==> config.mk <==
export PLATFORM = sky130hd
export DESIGN_NAME = epoch_seconds_to_calendar_flat
export DESIGN_NICKNAME = d
export VERILOG_FILES = /design/src/design/ep2c_pkg.sv /design/src/design/ep2c_req_if.sv /design/src/design/ep2c_rsp_if.sv /design/src/design/ep2c_sub.sv /design/src/design/ep2c_core.sv /design/src/design/epoch_seconds_to_calendar.sv /design/src/flat_wrapper.sv
export SDC_FILE = /design/constraint.sdc
export NUM_CORES = 1
export LEC_CHECK = 0
export CAP_MARGIN = 20
export CORE_MARGIN = 4
export CORE_UTILIZATION = 60
export DETAILED_ROUTE_END_ITERATION = 12
export DONT_BUFFER_PORTS = 1
export MAX_ROUTING_LAYER = met4
export PLACE_DENSITY_LB_ADDON = 0.08
export SLEW_MARGIN = 20
export SYNTH_ARGS = -nofsm -noshare
export SYNTH_HDL_FRONTEND = slang
export SYNTH_SLANG_ARGS = --single-unit
==> constraint.sdc <==
create_clock -name clk -period 7.85 [get_ports clk]
set_clock_uncertainty 0.1 [all_clocks]
set_input_delay 0 -clock clk [delete_from_list [all_inputs] [get_ports clk]]
set_output_delay 0 -clock clk [all_outputs]
set_load 0.1 [all_outputs]
==> src/design/ep2c_pkg.sv <==
`default_nettype none
package ep2c_pkg;

	localparam int unsigned SEC_W  = 32;
	localparam int unsigned DAYS_W = 16;
	localparam int unsigned HOUR_W = 5;
	localparam int unsigned MIN_W  = 6;
	localparam int unsigned SECW   = 6;
	localparam int unsigned YEAR_W = 12;
	localparam int unsigned MON_W  = 4;
	localparam int unsigned DOM_W  = 5;
	localparam int unsigned CNT_W  = 4;

	localparam logic [SEC_W-1:0] SECS_PER_DAY  = SEC_W'(60 * 60 * 24);
	localparam logic [SEC_W-1:0] SECS_PER_HOUR = SEC_W'(60 * 60);
	localparam logic [SEC_W-1:0] SECS_PER_MIN  = SEC_W'(60);

	localparam logic [YEAR_W-1:0] BASE_YEAR  = YEAR_W'(1970);
	localparam logic [1:0]        BASE_Y4    = 2'(1970 % 4);
	localparam logic [6:0]        BASE_Y100  = 7'(1970 % 100);
	localparam logic [8:0]        BASE_Y400  = 9'(1970 % 400);
	localparam logic [SEC_W-1:0]  DAYS_LEAP  = SEC_W'(366);
	localparam logic [SEC_W-1:0]  DAYS_COMMON = SEC_W'(365);

	localparam logic [CNT_W-1:0] DAYS_LAST_BIT = CNT_W'(DAYS_W - 1);
	localparam logic [CNT_W-1:0] HOUR_LAST_BIT = CNT_W'(HOUR_W - 1);
	localparam logic [CNT_W-1:0] MIN_LAST_BIT  = CNT_W'(MIN_W - 1);
	localparam logic [MON_W-1:0] LAST_MONTH    = MON_W'(11);

	localparam logic [8:0] MONTH_END_COMMON [12] =
		'{9'd31, 9'd59, 9'd90, 9'd120, 9'd151, 9'd181,
		  9'd212, 9'd243, 9'd273, 9'd304, 9'd334, 9'd365};
	localparam logic [8:0] MONTH_END_LEAP [12] =
		'{9'd31, 9'd60, 9'd91, 9'd121, 9'd152, 9'd182,
		  9'd213, 9'd244, 9'd274, 9'd305, 9'd335, 9'd366};

	typedef enum logic [2:0] {
		S_IDLE,
		S_DAYS,
		S_HOUR,
		S_MIN,
		S_YEAR,
		S_MONTH,
		S_DONE
	} state_t;

	typedef struct packed {
		logic [DOM_W-1:0]  day_of_month;
		logic [MON_W-1:0]  month_number;
		logic [YEAR_W-1:0] year_number;
		logic [HOUR_W-1:0] hour_of_day;
		logic [MIN_W-1:0]  minute_of_hour;
		logic [SECW-1:0]   second_of_minute;
	} result_t;

	// length of month m, taken from the cumulative tables
	function automatic logic [4:0] month_len(input logic leap, input logic [MON_W-1:0] m);
		logic [8:0] cur;
		logic [8:0] prev;
		cur  = leap ? MONTH_END_LEAP[m] : MONTH_END_COMMON[m];
		prev = 9'd0;
		if (m != '0)
			prev = leap ? MONTH_END_LEAP[m - MON_W'(1)] : MONTH_END_COMMON[m - MON_W'(1)];
		month_len = 5'(cur - prev);
	endfunction

endpackage
`default_nettype wire

==> src/design/ep2c_req_if.sv <==
`default_nettype none
interface ep2c_req_if import ep2c_pkg::*; ();
	logic             valid;
	logic             ready;
	logic [SEC_W-1:0] epoch_seconds;

	modport source (output valid, output epoch_seconds, input ready);
	modport sink (input valid, input epoch_seconds, output ready);
endinterface
`default_nettype wire

==> src/design/ep2c_rsp_if.sv <==
`default_nettype none
interface ep2c_rsp_if import ep2c_pkg::*; ();
	logic              valid;
	logic              ready;
	logic [DOM_W-1:0]  day_of_month;
	logic [MON_W-1:0]  month_number;
	logic [YEAR_W-1:0] year_number;
	logic [HOUR_W-1:0] hour_of_day;
	logic [MIN_W-1:0]  minute_of_hour;
	logic [SECW-1:0]   second_of_minute;

	modport source (output valid, output day_of_month, output month_number,
		output year_number, output hour_of_day, output minute_of_hour,
		output second_of_minute, input ready);
	modport sink (input valid, input day_of_month, input month_number,
		input year_number, input hour_of_day, input minute_of_hour,
		input second_of_minute, output ready);
endinterface
`default_nettype wire

==> src/design/ep2c_sub.sv <==
`default_nettype none
module ep2c_sub import ep2c_pkg::*; (
	input  wire logic [SEC_W-1:0] a,
	input  wire logic [SEC_W-1:0] b,
	output logic      [SEC_W-1:0] diff,
	output logic                  ge
);
	logic [SEC_W:0] full;

	assign full = {1'b0, a} - {1'b0, b};
	assign diff = full[SEC_W-1:0];
	assign ge   = ~full[SEC_W];
endmodule
`default_nettype wire

==> src/design/ep2c_core.sv <==
`default_nettype none
module ep2c_core import ep2c_pkg::*; (
	input  wire logic             clk,
	input  wire logic             arst_n,
	input  wire logic             start,
	input  wire logic [SEC_W-1:0] secs,
	input  wire logic             ack,
	output logic                  idle,
	output logic                  done,
	output result_t               res
);
	state_t state_q, state_d;

	logic [SEC_W-1:0]  acc_q;
	logic [CNT_W-1:0]  cnt_q;
	logic [DAYS_W-1:0] days_q;
	logic [HOUR_W-1:0] hour_q;
	logic [MIN_W-1:0]  min_q;
	logic [SECW-1:0]   sec_q;
	logic [YEAR_W-1:0] year_q;
	logic [1:0]        y4_q;
	logic [6:0]        y100_q;
	logic [8:0]        y400_q;
	logic [MON_W-1:0]  mon_q;

	logic [SEC_W-1:0] opnd;
	logic [SEC_W-1:0] diff;
	logic             ge;
	logic             leap;
	logic [SEC_W-1:0] acc_nx;

	assign leap   = ((y4_q == 2'd0) && (y100_q != 7'd0)) || (y400_q == 9'd0);
	assign acc_nx = ge ? diff : acc_q;

	always_comb begin
		unique case (state_q)
			S_DAYS:  opnd = SECS_PER_DAY << cnt_q;
			S_HOUR:  opnd = SECS_PER_HOUR << cnt_q;
			S_MIN:   opnd = SECS_PER_MIN << cnt_q;
			S_YEAR:  opnd = leap ? DAYS_LEAP : DAYS_COMMON;
			S_MONTH: opnd = SEC_W'(month_len(leap, mon_q));
			default: opnd = '0;
		endcase
	end

	ep2c_sub u_sub (
		.a    (acc_q),
		.b    (opnd),
		.diff (diff),
		.ge   (ge)
	);

	always_ff @(posedge clk or negedge arst_n) begin
		if (!arst_n)
			state_q <= S_IDLE;
		else
			state_q <= state_d;
	end

	always_comb begin
		state_d = state_q;
		unique case (state_q)
			S_IDLE:  if (start) state_d = S_DAYS;
			S_DAYS:  if (cnt_q == '0) state_d = S_HOUR;
			S_HOUR:  if (cnt_q == '0) state_d = S_MIN;
			S_MIN:   if (cnt_q == '0) state_d = S_YEAR;
			S_YEAR:  if (!ge) state_d = S_MONTH;
			S_MONTH: if (!ge || mon_q == LAST_MONTH) state_d = S_DONE;
			S_DONE:  if (ack) state_d = S_IDLE;
			default: state_d = S_IDLE;
		endcase
	end

	always_comb begin
		idle = (state_q == S_IDLE);
		done = (state_q == S_DONE);
	end

	always_ff @(posedge clk) begin
		unique case (state_q)
			S_IDLE: begin
				if (start) begin
					acc_q <= secs;
					cnt_q <= DAYS_LAST_BIT;
				end
			end
			S_DAYS: begin
				acc_q  <= acc_nx;
				days_q <= {days_q[DAYS_W-2:0], ge};
				cnt_q  <= (cnt_q == '0) ? HOUR_LAST_BIT : cnt_q - CNT_W'(1);
			end
			S_HOUR: begin
				acc_q  <= acc_nx;
				hour_q <= {hour_q[HOUR_W-2:0], ge};
				cnt_q  <= (cnt_q == '0) ? MIN_LAST_BIT : cnt_q - CNT_W'(1);
			end
			S_MIN: begin
				min_q <= {min_q[MIN_W-2:0], ge};
				cnt_q <= cnt_q - CNT_W'(1);
				if (cnt_q == '0) begin
					sec_q  <= acc_nx[SECW-1:0];
					acc_q  <= SEC_W'(days_q);
					year_q <= BASE_YEAR;
					y4_q   <= BASE_Y4;
					y100_q <= BASE_Y100;
					y400_q <= BASE_Y400;
					mon_q  <= '0;
				end else begin
					acc_q <= acc_nx;
				end
			end
			S_YEAR: begin
				if (ge) begin
					acc_q  <= diff;
					year_q <= year_q + YEAR_W'(1);
					y4_q   <= y4_q + 2'd1;
					y100_q <= (y100_q == 7'd99) ? 7'd0 : y100_q + 7'd1;
					y400_q <= (y400_q == 9'd399) ? 9'd0 : y400_q + 9'd1;
				end
			end
			S_MONTH: begin
				if (ge && mon_q != LAST_MONTH) begin
					acc_q <= diff;
					mon_q <= mon_q + MON_W'(1);
				end
			end
			default: ;
		endcase
	end

	always_comb begin
		res.day_of_month     = acc_q[DOM_W-1:0] + DOM_W'(1);
		res.month_number     = mon_q + MON_W'(1);
		res.year_number      = year_q;
		res.hour_of_day      = hour_q;
		res.minute_of_hour   = min_q;
		res.second_of_minute = sec_q;
	end

	a_month_range: assert property (@(posedge clk) disable iff (!arst_n)
		(state_q == S_MONTH) |-> (mon_q <= LAST_MONTH))
		else $error("month index out of range");

	a_year_range: assert property (@(posedge clk) disable iff (!arst_n)
		(state_q == S_YEAR) |-> (year_q <= YEAR_W'(2106)))
		else $error("year count overran");

	a_leap_cnt: assert property (@(posedge clk) disable iff (!arst_n)
		(state_q == S_YEAR || state_q == S_MONTH) |-> (y4_q == year_q[1:0]))
		else $error("mod-4 counter out of step with year");

	a_done_hold: assert property (@(posedge clk) disable iff (!arst_n)
		(done && !ack) |=> (done && $stable(res)))
		else $error("result changed before hand-off");

	a_start_idle: assert property (@(posedge clk) disable iff (!arst_n)
		(start && !idle) |-> 1'b0)
		else $error("request taken while busy");
endmodule
`default_nettype wire

==> src/design/epoch_seconds_to_calendar.sv <==
// Converts an unsigned 32-bit Unix time into a Gregorian date and time of day
// (1970-01-01 00:00:00 up to 2106-02-07 06:28:15). One request is worked at a
// time by a single 32-bit compare-and-subtract unit: long division by 86400 for
// the day count, then by 3600 for the hour and by 60 for the minute, then the
// days of each elapsed year and then of each month passed are subtracted one at
// a time. The result sits in an output register, so a new request is taken
// while it waits.
`default_nettype none
module epoch_seconds_to_calendar import ep2c_pkg::*; (
	input  wire logic clk,
	input  wire logic arst_n,
	ep2c_req_if.sink  req,
	ep2c_rsp_if.source rsp
);
	logic    core_idle;
	logic    core_done;
	logic    load;
	logic    rsp_valid_q;
	result_t core_res;
	result_t res_q;

	assign req.ready = core_idle;
	assign load      = core_done && (!rsp_valid_q || rsp.ready);

	ep2c_core u_core (
		.clk    (clk),
		.arst_n (arst_n),
		.start  (req.valid && core_idle),
		.secs   (req.epoch_seconds),
		.ack    (load),
		.idle   (core_idle),
		.done   (core_done),
		.res    (core_res)
	);

	always_ff @(posedge clk or negedge arst_n) begin
		if (!arst_n)
			rsp_valid_q <= 1'b0;
		else if (load)
			rsp_valid_q <= 1'b1;
		else if (rsp.ready)
			rsp_valid_q <= 1'b0;
	end

	always_ff @(posedge clk) begin
		if (load)
			res_q <= core_res;
	end

	assign rsp.valid            = rsp_valid_q;
	assign rsp.day_of_month     = res_q.day_of_month;
	assign rsp.month_number     = res_q.month_number;
	assign rsp.year_number      = res_q.year_number;
	assign rsp.hour_of_day      = res_q.hour_of_day;
	assign rsp.minute_of_hour   = res_q.minute_of_hour;
	assign rsp.second_of_minute = res_q.second_of_minute;
endmodule
`default_nettype wire
==> src/flat_wrapper.sv <==
// flat-port wrapper written by rule: the top's interface ports become plain ports
module epoch_seconds_to_calendar_flat import ep2c_pkg::*;
  (clk, arst_n, req_valid, req_epoch_seconds, req_ready, rsp_valid, rsp_day_of_month, rsp_month_number, rsp_year_number, rsp_hour_of_day, rsp_minute_of_hour, rsp_second_of_minute, rsp_ready);
  ep2c_req_if req_i ();
  ep2c_rsp_if rsp_i ();
  input  wire logic clk;
  input  wire logic arst_n;
  input wire logic [$bits(req_i.valid)-1:0] req_valid;
  input wire logic [$bits(req_i.epoch_seconds)-1:0] req_epoch_seconds;
  output wire logic [$bits(req_i.ready)-1:0] req_ready;
  output wire logic [$bits(rsp_i.valid)-1:0] rsp_valid;
  output wire logic [$bits(rsp_i.day_of_month)-1:0] rsp_day_of_month;
  output wire logic [$bits(rsp_i.month_number)-1:0] rsp_month_number;
  output wire logic [$bits(rsp_i.year_number)-1:0] rsp_year_number;
  output wire logic [$bits(rsp_i.hour_of_day)-1:0] rsp_hour_of_day;
  output wire logic [$bits(rsp_i.minute_of_hour)-1:0] rsp_minute_of_hour;
  output wire logic [$bits(rsp_i.second_of_minute)-1:0] rsp_second_of_minute;
  input wire logic [$bits(rsp_i.ready)-1:0] rsp_ready;
  assign req_i.valid = req_valid;
  assign req_i.epoch_seconds = req_epoch_seconds;
  assign req_ready = req_i.ready;
  assign rsp_valid = rsp_i.valid;
  assign rsp_day_of_month = rsp_i.day_of_month;
  assign rsp_month_number = rsp_i.month_number;
  assign rsp_year_number = rsp_i.year_number;
  assign rsp_hour_of_day = rsp_i.hour_of_day;
  assign rsp_minute_of_hour = rsp_i.minute_of_hour;
  assign rsp_second_of_minute = rsp_i.second_of_minute;
  assign rsp_i.ready = rsp_ready;
  epoch_seconds_to_calendar u_core (.clk(clk), .arst_n(arst_n), .req(req_i), .rsp(rsp_i));
endmodule
==> results of run 1 <==
==> flip-flops by register name (all words and copies together) (netlist names) <==
register / flops
u_core.rsp.minute_of_hour: 6
u_core.rsp.valid: 1
u_core.u_core.cnt_q: 4
u_core.u_core.y400_q: 9
u_core.rsp.month_number: 4
u_core.rsp.second_of_minute: 6
u_core.u_core.acc_q: 32
u_core.rsp.year_number: 12
u_core.rsp.hour_of_day: 5
u_core.rsp.day_of_month: 5
u_core.u_core.mon_q: 4
u_core.u_core.days_q: 16
u_core.u_core.state_q: 3
u_core.u_core.year_q: 12
u_core.u_core.y100_q: 7
u_core.u_core.sec_q: 6
u_core.u_core.hour_q: 5
u_core.u_core.min_q: 6
u_core.u_core.y4_q: 2
==> worst max-delay path, cell delays in order (launching register included) <==
cell and delay, ns:
edfxtp_1 0.48, nor3_1 0.30, nand3_1 0.12, nand2_1 0.46, mux4_2 0.58, mux2_2 0.27
ha_1 0.22, fa_1 0.41, inv_1 0.07, a21o_1 0.11, a21oi_1 0.07, xor2_1 0.15
xnor2_1 0.23, a21oi_1 0.11, ha_1 0.36, o211ai_1 0.13, o211ai_1 0.23, nand4b_1 0.24
a21oi_1 0.37, o2111ai_2 0.28, nand2_2 0.27, a21oi_1 0.11, o22ai_2 0.12, buf_4 0.44
==> per-stage QoR <==
step / setup slack (ns) / util, % / instance area [µm²] / hold slack [ns] / instances
after floorplan: 0.774 / - / 9380 / -0.396 / 956
after global placement: 1.47 / 62.7 / 9570 / -0.395 / 1130
after detailed placement: 1.31 / 62.7 / 9570 / -0.396 / 1130
after CTS: 1.26 / 68.7 / 10500 / 0.215 / 1198
after global routing: 0.687 / 68.7 / 10500 / 0.244 / 1198
final: 1.22 / 68.7 / 10500 / 0.236 / 1198
==> timing repair <==
action,4_1_cts,5_1_grt
endpoints found under the hold margin,42,0
setup endpoints to repair,0,0
hold buffers,36,0
==> final cells by class <==
class	instances	area, µm²
clock inverters	14	123
well taps	211	264
flip-flops and latches	145	4330
fillers	1164	4770
inverters	30	113
clock buffers	18	429
multi-input cells	729	4730
repair buffers	51	493
==> final timing paths <==
| check | start | endpoint |
|---|---|---|
| max in group asynchronous | arst_n | u_core.u_core.state_q[1] |
| min in group asynchronous | arst_n | u_core.rsp.valid |
| min reg2reg | u_core.u_core.hour_q[4] | u_core.rsp.hour_of_day[4] |
| min | req_epoch_seconds[8] | u_core.u_core.acc_q[8] |
| max reg2reg | u_core.u_core.y400_q[4] | u_core.u_core.acc_q[31] |
| max | u_core.u_core.y400_q[4] | u_core.u_core.acc_q[31] |
==> cells by family after synthesis <==
family	after synthesis	synth area share, %
xor gates and xnor gates	57	5.32
muxes	9	1.40
and+or+nand+nor	316	15.5
AOI/OAI and AO/OA	292	20.5
DFF	145	46.2
buffers and inverters	82	3.53
adders and majority gates	55	7.50
==> power by group <==
part           total, mW  internal (mW)  switching (mW)
clock network      0.760          0.415           0.345
logic               3.13           1.19            1.95
registers           1.43           1.22           0.214
total               5.33           2.82            2.50
==> synth_stat cells (7+ instances only) <==
| library cell | count | area, µm² |
|---|---|---|
| a21oi_1 | 71 | 355 |
| edfxtp_1 | 141 | 4230 |
| clkbuf_1 | 41 | 154 |
| ha_1 | 53 | 663 |
| nor3_1 | 21 | 105 |
| nand4_1 | 7 | 43.8 |
| a21o_1 | 17 | 128 |
| o211ai_1 | 10 | 75.1 |
| nor2_1 | 83 | 312 |
| o22ai_1 | 13 | 81.3 |
| a211oi_1 | 7 | 52.6 |
| nand3_1 | 30 | 150 |
| a22oi_1 | 17 | 128 |
| a222oi_1 | 10 | 100 |
| xor2_1 | 27 | 236 |
| and3_1 | 13 | 81.3 |
| o21ai_0 | 72 | 360 |
| xnor2_1 | 30 | 263 |
| nand2_1 | 112 | 420 |
| nand2b_1 | 11 | 68.8 |
| a31oi_1 | 12 | 75.1 |
| inv_1 | 27 | 101 |
==> per-layer routing <==
metal | GRT usage (%) | up-vias | wire length (µm)
met2 | 44.6 | 345 | 11800
met4 | 6.87 | 0 | 342
li1 | - | 3656 | -
met3 | 4.75 | 35 | 1590
met1 | 37.7 | 3709 | 10200
met5 | - | - | 0
==> cells in the final DEF (no fill, tap or decap), types with 13 or more instances in the layout <==
master           n
o21ai_0         72
edfxtp_1       141
a21o_1          17
buf_4           14
xor2_1          27
a22oi_1         17
nand3_1         30
a21oi_1         71
nand2_1        112
nor3_1          19
nor2_1          83
and3_1          13
clkbuf_16       17
ha_1            53
inv_1           27
xnor2_1         30
dlygate4sd3_1   36
==> results_dict.tcl, run 1 <==
set metrics [dict create \
    async_reset_ff_share_pct 2.76 \
    setup_tns_ns 0 \
    wl_per_cell_um 20.0 \
    drt_wl_total_um 23900 \
    synth_ff_type "edfxtp_1" \
    cts_num_sinks 145 \
    holdCritPathClass "in2reg" \
    tritoncts "done" \
    ys_types 73 \
    syn_nets 1047 \
    final_nets 1065 \
    cp_max_fo 32 \
    max_slew.worst_pin.slew_ns 1.09 \
    critical_path_class "reg2reg" \
    hold_path_depth 3 \
    root_buffer "clkbuf_16" \
    gr-total-overflow 0 \
    synth_area_um2 9380 \
    fp.dieH_um 133 \
    numCtsBuffers 17 \
    gp_congestion 0.967 \
    cts_setup_buffers 0 \
    setup_viol 0 \
    rows 45 \
    p_per_area_nw_per_um2 508 \
    finalCriticalPeriod_ns 6.63 \
    maxSlewViolCount 0 \
    synthCells 956 \
    cts_max_level 4 \
    maxCapViolCount 0 \
    ys_seq_area_share_pct 46.2 \
    hold_viol 0 \
    post-route-drc-count 0 \
    max_slew_margin_pct 27.2 \
    worstSetupEndpointType "flop" \
    detail-route-antenna-nets 0 \
    yosys_register_bits 145 \
    vdd_drop_max_uv 367 \
    diodes 0 \
    antenna_found_initial 0 \
    io_buffers 0 \
    p_total_mw 5.33 \
    p_leak_nw 3.81 \
    clk_path_buf_depth 2 \
    crit_required_ns 7.81 \
    grt_pass1_wl_um 39000 \
    critical_path_arrival_ns 6.59 \
    drive_above_1_share_pct 6.99 \
    vias 7745 \
    yosysWarnings 0 \
    critPathLaunchType "flop" \
    synth.avg_cell_area_um2 9.81 \
    path_clk_slew_ns 0.06 \
    rr_worst_depth 23 \
    dieArea_um2 17700 \
    status "finished clean" \
    rrSetupSlack_ns 1.22 \
    avgViaCountPerCell 6.46 \
    min_period_over_period_pct 84.5 \
    hpwl_um 16600 \
    drtPass1Iterations 6 \
    clock.fmax_ghz 0.151 \
    grtUsageTotal_pct 28.0 \
    core_area_um2 15300 \
    rsz0062_at_grt "false" \
    dieWidth_um 133 \
    synth_edf_count 141 \
    grt_pass1_vias 7311 \
    syn2layout_area_growth_pct 11.8 \
    clkLatencyLatePin_ns 0.43 \
    cts-resized-gates 0 \
    initial_core_util_pct 61.5 \
    grt_max_degree 39 \
    drt_iter0_markers 886 \
    ios 76 \
]
(Power assumes the default switching activity.)
==> inputs of run 2 (changes only) <==
==> constraint.sdc (replaced) <==
create_clock -name clk -period 6.29 [get_ports clk]
set_clock_uncertainty 0.1 [all_clocks]
set_input_delay 0 -clock clk [delete_from_list [all_inputs] [get_ports clk]]
set_output_delay 0 -clock clk [all_outputs]
set_load 0.1 [all_outputs]
==> run 2 against run 1 <==
Compared with the run above: sequential power increased by 20%; setup slack got worse by 0.85 ns; core utilization up 1.5 points; critical endpoint is now u_core.u_core.acc_q[13]; worst hold slack worse by 0.20 ns; global-route usage is essentially flat; non-clock buffer count is 16 higher; combinational power grew 32%; critical path type unchanged.
==> results_dict.tcl, run 2 (same netlist as run 1, synthesis figures left out) <==
set metrics [dict create \
    p_leak_nw 3.92 \
    final_common_cell "edfxtp_1" \
    wl_per_cell_um 20.1 \
    drt_iter0_markers 771 \
    root_buffer "clkbuf_16" \
    holdCritPathClass "in2reg" \
    fp.dieH_um 133 \
    critPathLaunch "u_core.u_core.mon_q[0]" \
    final_cell_mix "edfxtp_1, nand2_1, nor2_1, o21ai_0, a21oi_1" \
    maxCapViolCount 0 \
    clk_path_buf_depth 2 \
    setup_viol 0 \
    antenna_found_initial 0 \
    drtPass1Iterations 6 \
    cp_max_fo 13 \
    max_slew_margin_pct 9.30 \
    gp_congestion 0.953 \
    crit_required_ns 6.34 \
    detail-route-antenna-nets 0 \
    avgViaCountPerCell 6.52 \
    vias 7924 \
    path_clk_slew_ns 0.06 \
    final_nets 1082 \
    whs_ns 0.0321 \
    rows 45 \
    tritoncts "done" \
    grt_max_degree 39 \
    gr-total-overflow 0 \
    worstSetupEndpointType "flop" \
    post-route-drc-count 0 \
    drt_wl_total_um 24400 \
    reg_top3 "u_core.u_core.acc_q (32), u_core.u_core.days_q (16)" \
    regMostFlops "u_core.u_core.acc_q" \
    r2r_start "u_core.u_core.mon_q[0]" \
    dieArea_um2 17700 \
    p_total_mw 6.85 \
    hold_start "req_valid" \
    grtUsageTotal_pct 28.0 \
    initial_core_util_pct 61.5 \
    grt_pass1_vias 7415 \
    ios 76 \
    max_slew.worst_pin.slew_ns 1.36 \
    drive_above_1_share_pct 9.46 \
    syn2layout_area_growth_pct 14.2 \
    critical_path_class "reg2reg" \
    numCtsBuffers 17 \
    grt_pass1_wl_um 38600 \
    cts_max_level 4 \
    critical_path_arrival_ns 5.97 \
    dieWidth_um 133 \
    hpwl_um 17000 \
    largest_reg_flops 32 \
    diodes 0 \
    clkLatencyLatePin_ns 0.43 \
    p_per_area_nw_per_um2 640 \
    vdd_drop_max_uv 512 \
    io_buffers 0 \
    critPathLaunchType "flop" \
    status "finished clean" \
    finalCriticalPeriod_ns 5.92 \
    clock.fmax_ghz 0.169 \
    cts_num_sinks 145 \
    core_area_um2 15300 \
    maxSlewViolCount 0 \
    hold_viol 0 \
    min_period_over_period_pct 94.1 \
]
-- run 2: cell count changes in the layout (fill, tap and decap cells not counted), moves of 2 or more --
cell      previous run  this run
a21oi_2              0         3
a21oi_1             71        68
inv_8                1         3
clkinv_2             2         0
buf_4               14        30
-- run 2: path summary, 6_finish.rpt --
kind                            slack, ns                              to  depth (start not counted)
max in group asynchronous            5.62                u_core.rsp.valid                          2
worst max-delay path                 0.37         u_core.u_core.acc_q[13]                         25
worst min-delay path                 0.03          u_core.u_core.cnt_q[1]                          2
min in group asynchronous            0.30        u_core.u_core.state_q[2]                          2
worst min register to register       0.32  u_core.rsp.second_of_minute[4]                          0
worst max register to register       0.37         u_core.u_core.acc_q[13]                         25
-- run 2: cell type report --
class,count,area (µm²)
multi-input cells,730,4800
fillers,1131,4550
flip-flops and latches,145,4330
repair buffers,67,614
clock buffers,17,425
well taps,211,264
clock inverters,15,165
inverters,30,113
-- run 2: where the power goes --
part	leakage (nW)	internal, mW	switching, mW
registers	1.41	1.52	0.193
clock network	0.284	0.563	0.446
logic	2.23	1.56	2.57
total	3.92	3.65	3.21
-- run 2: metrics by stage --
step	utilization [%]	TNS, ns	instance area, µm²	cells	worst slack (ns)
after floorplan	-	0	9390	956	0.240
after global placement	63.5	0	9690	1144	0.402
after detailed placement	63.5	0	9690	1144	0.188
after CTS	69.7	0	10600	1211	0.145
after global routing	70.2	-0.00559	10700	1215	-0.00559
final	70.2	0	10700	1215	0.371
-- run 2: routing by layer --
| layer | track usage, % | part of all wire, % |
|---|---|---|
| met5 | - | 0 |
| met4 | 9.87 | 2.7 |
| met3 | 4.56 | 7.4 |
| met2 | 44.0 | 48 |
| met1 | 37.0 | 42 |
-- run 2: repair_timing --
| item | CTS | global route |
|---|---|---|
| resized for setup | 0 | 10 |
| endpoints found under the setup margin | 0 | 92 |
| hold buffers | 35 | 0 |
| setup buffers | 0 | 3 |
| endpoints found under the hold margin | 39 | 0 |
-- run 2: worst max-delay path, stage by stage, from the launching register on --
cell,delay [ns]
edfxtp_1,0.40
inv_1,0.19
ha_1,0.20
inv_1,0.06
ha_2,0.41
nand3b_1,0.12
o21ai_0,0.07
or3_1,0.34
a21oi_1,0.17
ha_1,0.22
fa_1,0.21
inv_1,0.05
a21o_1,0.16
a21oi_1,0.16
xor2_1,0.21
xnor2_1,0.15
a21oi_1,0.11
ha_1,0.36
o211ai_1,0.13
o211ai_1,0.24
nand4b_1,0.19
a21oi_2,0.25
o2111a_2,0.36
nor3_4,0.14
a222oi_1,0.44
o21ai_0,0.18
==> inputs of run 3 (changes only) <==
==> constraint.sdc (replaced) <==
create_clock -name clk -period 7 [get_ports clk]
set_clock_uncertainty 0.1 [all_clocks]
set_input_delay 0 -clock clk [delete_from_list [all_inputs] [get_ports clk]]
set_output_delay 0 -clock clk [all_outputs]
set_load 0.1 [all_outputs]
==> run 3 against run 2 <==
Compared with the run above: setup slack better by 0.083 ns; highest routed layer unchanged; global-route usage increased by 0.42 points; clock power is 16% lower; register-to-register slack better by 0.08 ns; combinational power fell by 15%.
==> results_dict.tcl, run 3 (same netlist as run 1, synthesis figures left out) <==
set metrics [dict create \
    drt_iter0_markers 723 \
    largest_reg_flops 32 \
    dieArea_um2 17700 \
    p_leak_nw 3.85 \
    final_common_cell "edfxtp_1" \
    antenna_found_initial 0 \
    rows 45 \
    min_period_over_period_pct 93.5 \
    drive_above_1_share_pct 7.95 \
    regMostFlops "u_core.u_core.acc_q" \
    final_nets 1072 \
    finalCriticalPeriod_ns 6.55 \
    cp_max_fo 32 \
    cp_top_family "compound AO/OA/AOI/OAI gates" \
    critical_path_arrival_ns 6.51 \
    cts_num_sinks 145 \
    max_slew.worst_pin.slew_ns 1.09 \
    r2r_start "u_core.u_core.mon_q[1]" \
    cts_setup_buffers 0 \
    status "finished clean" \
    hold_viol 0 \
    numCtsBuffers 17 \
    core_area_um2 15300 \
    final_cell_mix "edfxtp_1, nand2_1, nor2_1, o21ai_0, a21oi_1" \
    vias 7838 \
    worstSetupEndpointType "flop" \
    max_slew_margin_pct 27.0 \
    reg2reg_to "u_core.u_core.acc_q[18]" \
    critical_path_class "reg2reg" \
    path_clk_slew_ns 0.06 \
    gr-total-overflow 0 \
    tritoncts "done" \
    hpwl_um 17000 \
    cpPeakStageDelay_ns 0.58 \
    crit_required_ns 6.97 \
    final_cells 1205 \
    io_buffers 0 \
    drt_wl_total_um 24200 \
    holdPathEnd "u_core.u_core.cnt_q[3]" \
    rrSetupSlack_ns 0.45 \
    post-route-drc-count 0 \
    syn2layout_area_growth_pct 12.4 \
    maxSlewViolCount 0 \
    maxCapViolCount 0 \
    setup_viol 0 \
    grt_pass1_vias 7497 \
    cts_max_level 4 \
    grt_max_degree 39 \
    holdCritPathClass "in2reg" \
    setup_tns_ns 0 \
    grt_pass1_wl_um 39300 \
    p_per_area_nw_per_um2 568 \
    fp.dieH_um 133 \
    dieWidth_um 133 \
    root_buffer "clkbuf_16" \
    dp.cells 1138 \
    clkLatencyLatePin_ns 0.43 \
    gp_congestion 0.966 \
    critPathMostFrequentCell "a21oi_1" \
    whs_ns 0.0237 \
    vdd_drop_max_uv 409 \
    slowest_stage "edfxtp_1" \
    diodes 0 \
    rsz0062_at_grt "false" \
    rr_worst_depth 26 \
    hold_path_depth 2 \
    clock.fmax_ghz 0.153 \
    detail-route-antenna-nets 0 \
    critPathBufInv 4 \
    p_total_mw 5.98 \
    hold_start "req_valid" \
    avgViaCountPerCell 6.50 \
    critPathLaunchType "flop" \
    ios 76 \
    initial_core_util_pct 61.5 \
    wl_per_cell_um 20.1 \
    reg_top3 "u_core.u_core.acc_q (32), u_core.u_core.days_q (16)" \
    grtUsageTotal_pct 28.4 \
    clk_path_buf_depth 2 \
    drtPass1Iterations 6 \
]
[run 3: cell count changes in the layout (fill, tap and decap cells not counted), moves of 2 or more]
cell / before / now
buf_4: 30 / 22
a21oi_1: 68 / 71
a21oi_2: 3 / 0
clkinv_2: 0 / 3
inv_6: 6 / 4
[run 3: worst max-delay path by stage]
stage	start	endpoint	slack, ns	cells past startpoint
finish	u_core.u_core.mon_q[1]	u_core.u_core.acc_q[18]	0.45	26
global placement	u_core.u_core.mon_q[1]	u_core.u_core.acc_q[18]	0.75	26
global route	u_core.u_core.mon_q[1]	u_core.u_core.acc_q[17]	0.03	26
detailed placement	u_core.u_core.mon_q[1]	u_core.u_core.acc_q[17]	0.59	24
floorplan	u_core.u_core.mon_q[0]	u_core.u_core.acc_q[0]	0.68	27
CTS	u_core.u_core.mon_q[1]	u_core.u_core.acc_q[18]	0.57	24
[run 3: cell type report]
type / count / area, µm²
tap: 211 / 264
clock buffer: 17 / 425
fill: 1170 / 4720
multi-input combinational: 729 / 4740
sequential: 145 / 4330
inverter: 30 / 113
timing repair buffer: 58 / 543
clock inverter: 15 / 124
[run 3: repair_timing]
item	4_1_cts	5_1_grt
gates resized for setup	0	1
endpoints found under the setup margin	0	1
endpoints found under the hold margin	39	0
hold buffers	35	0
[run 3: stage by stage]
step                      utilization [%]  area [µm²]  worst slack, ns
after floorplan                         -        9390            0.682
after global placement               63.1        9630            0.749
after detailed placement             63.1        9630            0.587
after CTS                            69.0       10500            0.565
after global routing                 69.1       10500           0.0254
final                                69.1       10500            0.454
[run 3: power by group]
group	internal, mW	switching, mW	total (mW)
Clock	0.463	0.389	0.851
Combinational	1.35	2.17	3.52
Sequential	1.37	0.245	1.61
[run 3: routing by layer]
layer	vias up	global-route usage, %	part of all wire [%]
li1	3670	-	-
met1	3770	37.3	43
met2	359	45.2	48
met3	39	4.07	6.7
met4	0	10.3	2.5
met5	-	-	0
